## config.mk

```make
export PLATFORM = sky130hd
export DESIGN_NAME = utf8_stream_decoder
export DESIGN_NICKNAME = d
export VERILOG_FILES = /design/src/rtl/u8d_pkg.sv /design/src/rtl/utf8_stream_decoder.sv /design/src/rtl/u8d_front.sv /design/src/rtl/u8d_queue.sv /design/src/rtl/u8d_back.sv
export SDC_FILE = /design/constraint.sdc
export NUM_CORES = 1
export LEC_CHECK = 0
export BUFFER_PORTS_ARGS = -buffer_cell sky130_fd_sc_hd__buf_2
export CORE_MARGIN = 2
export CORE_UTILIZATION = 52
export DETAILED_ROUTE_END_ITERATION = 7
export PLACE_DENSITY = 0.75
export SKIP_CTS_REPAIR_TIMING = 1
export SYNTH_ARGS = -nofsm -noshare
export SYNTH_HDL_FRONTEND = slang
export SYNTH_HIERARCHICAL = 1
export SYNTH_SLANG_ARGS = --single-unit
```

## constraint.sdc

```tcl
create_clock -name clk_i -period 3.4 [get_ports clk_i]
set_clock_uncertainty 0.15 [all_clocks]
set_input_delay 0.17 -clock clk_i [delete_from_list [all_inputs] [get_ports clk_i]]
set_output_delay 0.17 -clock clk_i [all_outputs]
set_load 0.05 [all_outputs]
```

## src/rtl/u8d_pkg.sv

```systemverilog
`timescale 1ns / 1ps
// ----------------------------------------------------------------------------
// u8d_pkg: shared types and constants for the UTF-8 stream decoder
// Byte classes, the queue entry that travels from front to back, and the
// masks that pick the payload bits out of lead and continuation bytes.
// ----------------------------------------------------------------------------
package u8d_pkg;

  // Width of a decoded code point.
  localparam int unsigned CpWidth    = 21;
  // Width of the sequence length field.
  localparam int unsigned UnitsWidth = 3;
  // Payload bits kept from one byte (at most seven, for a single-byte code).
  localparam int unsigned BitsWidth  = 7;
  // Payload bits carried by one continuation byte.
  localparam int unsigned ContBits   = 6;

  // Payload masks for each byte class.
  localparam logic [BitsWidth-1:0] MaskAscii = 7'h7F;
  localparam logic [BitsWidth-1:0] MaskCont  = 7'h3F;
  localparam logic [BitsWidth-1:0] MaskLead2 = 7'h1F;
  localparam logic [BitsWidth-1:0] MaskLead3 = 7'h0F;
  localparam logic [BitsWidth-1:0] MaskLead4 = 7'h07;

  // Sequence lengths in bytes.
  localparam logic [UnitsWidth-1:0] LenOne   = 3'd1;
  localparam logic [UnitsWidth-1:0] LenTwo   = 3'd2;
  localparam logic [UnitsWidth-1:0] LenThree = 3'd3;
  localparam logic [UnitsWidth-1:0] LenFour  = 3'd4;
  localparam logic [UnitsWidth-1:0] LenNone  = 3'd0;

  // Continuation bytes still expected after a lead byte.
  localparam logic [1:0] PendNone  = 2'd0;
  localparam logic [1:0] PendOne   = 2'd1;
  localparam logic [1:0] PendTwo   = 2'd2;
  localparam logic [1:0] PendThree = 2'd3;

  // Class of one input byte, decided from its high bits.
  typedef enum logic [2:0] {
    CLS_ASCII,
    CLS_CONT,
    CLS_LEAD2,
    CLS_LEAD3,
    CLS_LEAD4,
    CLS_BAD
  } byte_cls_e;

  // One classified byte as it waits in the queue.
  typedef struct packed {
    byte_cls_e            cls;
    logic [BitsWidth-1:0] bits;
    logic                 last;
  } item_t;

endpackage

```

## src/rtl/utf8_stream_decoder.sv

```systemverilog
`timescale 1ns / 1ps
// ----------------------------------------------------------------------------
// utf8_stream_decoder: streaming UTF-8 decoder, one byte per clock while not stalled
// Turns a byte stream into code points with their byte counts, flags
// malformed and truncated sequences, and reports per-text validity.
// ----------------------------------------------------------------------------
//
//   Channel   Direction  Handshake              Payload
//   input     in         in_valid_i/in_stall_o  data_byte_i, end_of_text_i
//   output    out        out_valid_o/out_stall_i code_point_o, units_used_o,
//                                               error_o, text_done_o,
//                                               text_valid_o
//
// One byte is accepted per clock while the input is not stalled; its result,
// if any, enters the queue at the accepting edge and the output register when
// the back end pops it. The byte rate is set by the sequence update in the
// back end. Reset returns the decoder to neutral with an empty queue and no
// result. An output stall holds the result; the queue absorbs QueueDepth bytes
// before the input is stalled.
// ----------------------------------------------------------------------------
module utf8_stream_decoder #(
  parameter int unsigned QueueDepth = 2
) (
  input  logic                              clk_i,
  input  logic                              rst_ni,
  input  logic                              in_valid_i,
  output logic                              in_stall_o,
  input  logic [7:0]                        data_byte_i,
  input  logic                              end_of_text_i,
  output logic                              out_valid_o,
  input  logic                              out_stall_i,
  output logic [u8d_pkg::CpWidth-1:0]       code_point_o,
  output logic [u8d_pkg::UnitsWidth-1:0]    units_used_o,
  output logic                              error_o,
  output logic                              text_done_o,
  output logic                              text_valid_o
);

  logic            q_full;
  logic            q_not_empty;
  logic            push;
  logic            pop;
  u8d_pkg::item_t  push_item;
  u8d_pkg::item_t  pop_item;

  // Intake and classification.
  u8d_front u_front (
    .in_valid_i    (in_valid_i),
    .in_stall_o    (in_stall_o),
    .data_byte_i   (data_byte_i),
    .end_of_text_i (end_of_text_i),
    .q_full_i      (q_full),
    .push_o        (push),
    .item_o        (push_item)
  );

  // Queue between front and back.
  u8d_queue #(
    .Depth (QueueDepth)
  ) u_queue (
    .clk_i       (clk_i),
    .rst_ni      (rst_ni),
    .push_i      (push),
    .item_i      (push_item),
    .pop_i       (pop),
    .full_o      (q_full),
    .not_empty_o (q_not_empty),
    .item_o      (pop_item)
  );

  // Sequence decoding and result register.
  u8d_back u_back (
    .clk_i        (clk_i),
    .rst_ni       (rst_ni),
    .not_empty_i  (q_not_empty),
    .item_i       (pop_item),
    .pop_o        (pop),
    .out_valid_o  (out_valid_o),
    .out_stall_i  (out_stall_i),
    .code_point_o (code_point_o),
    .units_used_o (units_used_o),
    .error_o      (error_o),
    .text_done_o  (text_done_o),
    .text_valid_o (text_valid_o)
  );

endmodule

```

## src/rtl/u8d_front.sv

```systemverilog
`timescale 1ns / 1ps
// ----------------------------------------------------------------------------
// u8d_front: byte intake and classification
// Accepts raw bytes, sorts each one into a byte class, strips the marker
// bits and pushes the result into the queue toward the decoding back end.
// ----------------------------------------------------------------------------
module u8d_front (
  input  logic            in_valid_i,
  output logic            in_stall_o,
  input  logic [7:0]      data_byte_i,
  input  logic            end_of_text_i,
  input  logic            q_full_i,
  output logic            push_o,
  output u8d_pkg::item_t  item_o
);

  u8d_pkg::byte_cls_e              cls;
  logic [u8d_pkg::BitsWidth-1:0]   mask;

  // Classify the byte by its leading one bits.
  always_comb begin
    case (data_byte_i) inside
      [8'h00:8'h7F]: begin
        cls  = u8d_pkg::CLS_ASCII;
        mask = u8d_pkg::MaskAscii;
      end
      [8'h80:8'hBF]: begin
        cls  = u8d_pkg::CLS_CONT;
        mask = u8d_pkg::MaskCont;
      end
      [8'hC0:8'hDF]: begin
        cls  = u8d_pkg::CLS_LEAD2;
        mask = u8d_pkg::MaskLead2;
      end
      [8'hE0:8'hEF]: begin
        cls  = u8d_pkg::CLS_LEAD3;
        mask = u8d_pkg::MaskLead3;
      end
      [8'hF0:8'hF7]: begin
        cls  = u8d_pkg::CLS_LEAD4;
        mask = u8d_pkg::MaskLead4;
      end
      default: begin
        cls  = u8d_pkg::CLS_BAD;
        mask = '0;
      end
    endcase
  end

  // Hold off the sender while the queue has no room.
  assign in_stall_o  = q_full_i;
  assign push_o      = in_valid_i && !q_full_i;
  assign item_o.cls  = cls;
  assign item_o.bits = data_byte_i[u8d_pkg::BitsWidth-1:0] & mask;
  assign item_o.last = end_of_text_i;

endmodule

```

## src/rtl/u8d_queue.sv

```systemverilog
`timescale 1ns / 1ps
// ----------------------------------------------------------------------------
// u8d_queue: short queue between front and back
// A small circular buffer of classified bytes, so that the front keeps
// taking bytes while the back waits on a stalled output.
// ----------------------------------------------------------------------------
module u8d_queue #(
  parameter int unsigned Depth = 2
) (
  input  logic            clk_i,
  input  logic            rst_ni,
  input  logic            push_i,
  input  u8d_pkg::item_t  item_i,
  input  logic            pop_i,
  output logic            full_o,
  output logic            not_empty_o,
  output u8d_pkg::item_t  item_o
);

  localparam int unsigned PtrWidth = (Depth > 1) ? $clog2(Depth) : 1;
  localparam int unsigned CntWidth = $clog2(Depth + 1);
  localparam logic [PtrWidth-1:0] LastSlot = PtrWidth'(Depth - 1);
  localparam logic [CntWidth-1:0] FullCnt  = CntWidth'(Depth);

  u8d_pkg::item_t        mem_q [Depth];
  logic [PtrWidth-1:0]   wr_ptr_q, wr_ptr_d;
  logic [PtrWidth-1:0]   rd_ptr_q, rd_ptr_d;
  logic [CntWidth-1:0]   count_q, count_d;

  assign full_o      = (count_q == FullCnt);
  assign not_empty_o = (count_q != '0);
  assign item_o      = mem_q[rd_ptr_q];

  // Pointer and fill count update.
  always_comb begin
    wr_ptr_d = wr_ptr_q;
    rd_ptr_d = rd_ptr_q;
    count_d  = count_q;
    if (push_i) begin
      wr_ptr_d = (wr_ptr_q == LastSlot) ? '0 : wr_ptr_q + 1'b1;
    end
    if (pop_i) begin
      rd_ptr_d = (rd_ptr_q == LastSlot) ? '0 : rd_ptr_q + 1'b1;
    end
    if (push_i && !pop_i) begin
      count_d = count_q + 1'b1;
    end else if (pop_i && !push_i) begin
      count_d = count_q - 1'b1;
    end
  end

  always_ff @(posedge clk_i or negedge rst_ni) begin
    if (!rst_ni) begin
      wr_ptr_q <= '0;
      rd_ptr_q <= '0;
      count_q  <= '0;
    end else begin
      wr_ptr_q <= wr_ptr_d;
      rd_ptr_q <= rd_ptr_d;
      count_q  <= count_d;
    end
  end

  // Entry storage; no reset needed on payload.
  always_ff @(posedge clk_i) begin
    if (push_i) begin
      mem_q[wr_ptr_q] <= item_i;
    end
  end

endmodule

```

## src/rtl/u8d_back.sv

```systemverilog
`timescale 1ns / 1ps
// ----------------------------------------------------------------------------
// u8d_back: sequence decoding and result register
// Pops classified bytes, tracks the open sequence and the error flag of the
// current text, and loads finished results into the output register.
// ----------------------------------------------------------------------------
module u8d_back (
  input  logic                              clk_i,
  input  logic                              rst_ni,
  input  logic                              not_empty_i,
  input  u8d_pkg::item_t                    item_i,
  output logic                              pop_o,
  output logic                              out_valid_o,
  input  logic                              out_stall_i,
  output logic [u8d_pkg::CpWidth-1:0]       code_point_o,
  output logic [u8d_pkg::UnitsWidth-1:0]    units_used_o,
  output logic                              error_o,
  output logic                              text_done_o,
  output logic                              text_valid_o
);

  localparam int unsigned KeepBits = u8d_pkg::CpWidth - u8d_pkg::ContBits;

  // Decoder state.
  logic [1:0]                       pend_q, pend_d;
  logic [u8d_pkg::CpWidth-1:0]      acc_q, acc_d;
  logic [u8d_pkg::UnitsWidth-1:0]   len_q, len_d;
  logic                             had_err_q, had_err_d;

  // Output register.
  logic                             out_valid_q, out_valid_d;
  logic [u8d_pkg::CpWidth-1:0]      cp_q, cp_d;
  logic [u8d_pkg::UnitsWidth-1:0]   units_q, units_d;
  logic                             err_q, err_d;
  logic                             done_q, done_d;
  logic                             tvalid_q, tvalid_d;

  // Per-byte decode results.
  logic                             emit, err;
  logic [u8d_pkg::CpWidth-1:0]      cp;
  logic [u8d_pkg::UnitsWidth-1:0]   units;
  logic [1:0]                       pend_n;
  logic [u8d_pkg::CpWidth-1:0]      acc_n;
  logic [u8d_pkg::UnitsWidth-1:0]   len_n;
  logic                             had_err_n;

  // Take a byte whenever the output register is free or is being drained.
  assign pop_o = not_empty_i && (!out_valid_q || !out_stall_i);

  // Decode one byte against the open sequence.
  always_comb begin
    emit   = 1'b0;
    err    = 1'b0;
    cp     = '0;
    units  = u8d_pkg::LenNone;
    pend_n = pend_q;
    acc_n  = acc_q;
    len_n  = len_q;
    if (pend_q == u8d_pkg::PendNone) begin
      case (item_i.cls)
        u8d_pkg::CLS_ASCII: begin
          emit  = 1'b1;
          cp    = u8d_pkg::CpWidth'(item_i.bits);
          units = u8d_pkg::LenOne;
        end
        u8d_pkg::CLS_LEAD2: begin
          acc_n  = u8d_pkg::CpWidth'(item_i.bits);
          pend_n = u8d_pkg::PendOne;
          len_n  = u8d_pkg::LenTwo;
        end
        u8d_pkg::CLS_LEAD3: begin
          acc_n  = u8d_pkg::CpWidth'(item_i.bits);
          pend_n = u8d_pkg::PendTwo;
          len_n  = u8d_pkg::LenThree;
        end
        u8d_pkg::CLS_LEAD4: begin
          acc_n  = u8d_pkg::CpWidth'(item_i.bits);
          pend_n = u8d_pkg::PendThree;
          len_n  = u8d_pkg::LenFour;
        end
        default: begin
          // Stray continuation byte or invalid lead byte.
          err = 1'b1;
        end
      endcase
    end else if (item_i.cls != u8d_pkg::CLS_CONT) begin
      // Missing continuation byte: this byte is consumed by the error.
      err = 1'b1;
    end else begin
      acc_n  = {acc_q[KeepBits-1:0], item_i.bits[u8d_pkg::ContBits-1:0]};
      pend_n = pend_q - 1'b1;
      if (pend_n == u8d_pkg::PendNone) begin
        emit  = 1'b1;
        cp    = acc_n;
        units = len_q;
      end
    end

    // A text that ends inside a sequence is an error.
    if (item_i.last && !err && (pend_n != u8d_pkg::PendNone)) begin
      err = 1'b1;
    end

    had_err_n = had_err_q;
    if (err) begin
      emit      = 1'b1;
      cp        = '0;
      units     = u8d_pkg::LenNone;
      had_err_n = 1'b1;
    end
    if (err || emit) begin
      pend_n = u8d_pkg::PendNone;
      acc_n  = '0;
      len_n  = u8d_pkg::LenNone;
    end
    if (item_i.last) begin
      emit = 1'b1;
    end
  end

  // Next state and output register contents.
  always_comb begin
    pend_d      = pend_q;
    acc_d       = acc_q;
    len_d       = len_q;
    had_err_d   = had_err_q;
    out_valid_d = out_valid_q && out_stall_i;
    cp_d        = cp_q;
    units_d     = units_q;
    err_d       = err_q;
    done_d      = done_q;
    tvalid_d    = tvalid_q;
    if (pop_o) begin
      pend_d    = pend_n;
      acc_d     = acc_n;
      len_d     = len_n;
      had_err_d = had_err_n;
      if (item_i.last) begin
        // The final byte starts the next text from neutral.
        pend_d    = u8d_pkg::PendNone;
        acc_d     = '0;
        len_d     = u8d_pkg::LenNone;
        had_err_d = 1'b0;
      end
      if (emit) begin
        out_valid_d = 1'b1;
        cp_d        = cp;
        units_d     = units;
        err_d       = err;
        done_d      = item_i.last;
        tvalid_d    = item_i.last && !had_err_n;
      end
    end
  end

  always_ff @(posedge clk_i or negedge rst_ni) begin
    if (!rst_ni) begin
      pend_q      <= u8d_pkg::PendNone;
      acc_q       <= '0;
      len_q       <= u8d_pkg::LenNone;
      had_err_q   <= 1'b0;
      out_valid_q <= 1'b0;
    end else begin
      pend_q      <= pend_d;
      acc_q       <= acc_d;
      len_q       <= len_d;
      had_err_q   <= had_err_d;
      out_valid_q <= out_valid_d;
    end
  end

  always_ff @(posedge clk_i) begin
    cp_q     <= cp_d;
    units_q  <= units_d;
    err_q    <= err_d;
    done_q   <= done_d;
    tvalid_q <= tvalid_d;
  end

  assign out_valid_o  = out_valid_q;
  assign code_point_o = cp_q;
  assign units_used_o = units_q;
  assign error_o      = err_q;
  assign text_done_o  = done_q;
  assign text_valid_o = tvalid_q;

  // An error result carries no code point and no length.
  a_err_clean: assert property (@(posedge clk_i) disable iff (!rst_ni)
    out_valid_q && err_q |-> (cp_q == '0) && (units_q == u8d_pkg::LenNone))
    else $error("error result carries a code point or length");

  // A good result always has a length of one to four bytes.
  a_units_set: assert property (@(posedge clk_i) disable iff (!rst_ni)
    out_valid_q && !err_q && !done_q |-> (units_q != u8d_pkg::LenNone))
    else $error("good result without a length");

  // Text validity is only reported on the final result.
  a_tvalid_done: assert property (@(posedge clk_i) disable iff (!rst_ni)
    out_valid_q && tvalid_q |-> done_q)
    else $error("text_valid set without text_done");

  // The final byte of a text leaves the decoder neutral and error free.
  a_last_clears: assert property (@(posedge clk_i) disable iff (!rst_ni)
    pop_o && item_i.last |=> (pend_q == u8d_pkg::PendNone) && !had_err_q
      && (acc_q == '0))
    else $error("state not cleared after end of text");

endmodule
```

==> impl_metrics.py <==
metrics = {
    "status": {
        "outcome": "finished, final reports clean",
    },
    "sta": {
        "slew_headroom": 0.349,
        "maxSlewViolCount": 0,
        "worstMarginPinSlew_ns": 0.975,
        "fin_crit_ns": 2.73,
        "fin_crit_sh": 0.804,
        "max_freq_mhz": 366,
        "setup_viol": 0,
        "grt_setup_unrepaired": "false",
        "tns_ns": 0,
        "hold_viol": 0,
    },
    "drt": {
        "post_drt_wl_per_cell_um": 14.2,
        "first_pass_iters": 4,
        "ant_nets": 0,
        "drc": 0,
        "vias": 2253,
        "drt_iter0_drc": 189,
        "wirelength_um": 5990,
        "via_per_inst": 5.35,
    },
    "logic_synthesis": {
        "synthFlopType": "edfxtp_1",
        "syn_nets": 308,
        "yosysTopAreaCellShare": 0.430,
        "syn_area_um2": 3420,
        "yosys.area.top_type": "edfxtp_1",
        "synth_area_leaders": "edfxtp_1, dfrtp_1, nand2_1, mux2_4, nand3_1",
        "netlist_instances": 291,
        "yosysSeqAreaShare": 0.620,
        "synth-edff-count": 49,
        "synth-async-reset-ratio": 0.347,
        "avgSynthCellArea_um2": 11.8,
        "netlist_top_cells_count": "nand2_1, edfxtp_1, dfrtp_1",
        "ys_types": 49,
        "ys_seq_elements": 75,
        "yosys_warnings": 6,
        "synth_most_common_cell": "nand2_1",
    },
    "clock_network": {
        "cts.clk_slew.worst_paths_ns": 0.07,
        "insertion_delay_ns": 0.34,
        "cts.path.max_buffers": 2,
        "cts-root-buf": "clkbuf_8",
        "cts.sinks": 75,
        "cts_tree": "done",
        "cts_made_buffers": 9,
        "htree_num_levels": 3,
    },
    "placement": {
        "port_buffers": 41,
        "gp_congestion": 0.865,
        "place_area_um2": 3670,
        "dp_hpwl_um": 4040,
    },
    "worst_setup_path": {
        "cp_max_fo": 25,
        "r2r_end": "u_back/error_o",
        "regToRegStartpoint": "u_back/pend_q[0]",
        "cp-end-kind": "flop",
        "worstSetupPathType": "flop to flop",
        "critPathRequiredTime_ns": 3.35,
        "start_kind": "flop",
        "reg2reg_slack_ns": 0.67,
        "crit_arrival_ns": 2.68,
        "r2r_cells": 7,
    },
    "min_path": {
        "hp-class": "primary input to flop",
        "min_from": "data_byte_i[4]",
        "min_to": "u_queue/mem_q[1][9]",
        "worstHoldPathCells": 2,
    },
    "grt": {
        "grt_pass1_vias": 2131,
        "antenna_found_initial": 0,
        "grt_pass1_wl_um": 10000,
        "grt_overflow_total": 0,
        "grt_use_total": 0.177,
        "grt_start_max_net_pins": 28,
    },
    "cells_and_area": {
        "fin_nets": 356,
        "area_growth_pct": 15.2,
        "final_area_um2": 3940,
        "antenna_cells": 0,
        "postLayoutCoreUtil": 0.621,
        "drive_gt1_frac": 0.279,
    },
    "floorplan": {
        "die_x_um": 85.1,
        "initial_utilization": 0.539,
        "core.rowCount": 29,
        "fp.dieH_um": 85.1,
        "io_pins": 42,
        "core_um2": 6350,
        "die-area_um2": 7240,
    },
    "flow_run": {
        "maxCapViolCount": 0,
    },
}
## flip-flops by register name, summed over array words and instances, names as in the netlist, 2 cells and up
name / count
u_back/len_q: 3
u_back/units_used_o: 3
u_queue/mem_q: 22
u_back/pend_q: 2
u_back/acc_q: 15
u_queue/count_q: 2
u_back/code_point_o: 21
## kinds of logic after synthesis
logic type	count (synthesis)	synth area share
mux	11	0.0461
simple gates	132	0.189
flops	75	0.620
buf+inv	24	0.0399
fa+ha+maj	4	0.0146
xor+xnor	5	0.0128
compound gates	40	0.0775
## per-layer routing
metal | up-vias | GRT usage | part of all wire
met5 | - | 0 | 0
met3 | 13 | 0.0506 | 0.058
met4 | 0 | 0.0664 | 0.021
met1 | 1048 | 0.231 | 0.45
li1 | 1119 | - | -
met2 | 73 | 0.283 | 0.47
## layout by cell type (no fill, tap or decap), types with 7 or more instances in the layout
master,Yosys,routed
mux2_4,9,9
nand2_1,50,50
dfrtp_1,26,26
nand3_1,23,23
nor2_2,11,12
clkbuf_8,0,9
buf_2,5,41
o21ai_0,16,16
inv_1,7,7
edfxtp_1,49,49
nor2_1,19,18
## worst max-delay path, cell delays in order (launching register included)
cell and delay [ns]:
dfrtp_1 0.44, inv_1 0.11, ha_1 0.41, nand2b_1 0.25, nor3_1 0.07, a211o_1 0.31
o31a_4 0.48, a211o_1 0.26
## metrics by stage
stage,setup slack (ns),cells,hold WS (ns)
final,0.667,421,0.0178
after CTS,0.690,415,-0.299
after floorplan,0.168,291,-0.276
after global routing,0.365,421,0.0240
after detailed placement,0.705,399,0.0723
after global placement,0.726,399,0.0598
## area by class of cell
type / count / area, µm²
multi-input combinational: 192 / 1160
timing repair buffer: 53 / 310
fill: 487 / 2410
tap: 77 / 96.3
sequential: 75 / 2120
clock buffer: 9 / 124
inverter: 8 / 32.5
clock inverter: 7 / 91.3
## worst max-delay path by stage
stage,from,end,slack [ns],cells past startpoint
2_1_floorplan,u_queue/rd_ptr_q,u_back/code_point_o[0],0.17,8
3_5_place_dp,u_back/pend_q[1],u_back/error_o,0.70,7
3_3_place_gp,u_back/pend_q[1],u_back/error_o,0.73,7
4_1_cts,u_back/pend_q[1],u_back/error_o,0.69,7
5_1_grt,u_back/pend_q[1],u_back/text_valid_o,0.36,7
6_report,u_back/pend_q[0],u_back/error_o,0.67,7
Power is left out: the tool's default activity adds up to more than one toggle a clock period on the data nets, which glitch-free logic cannot reach.
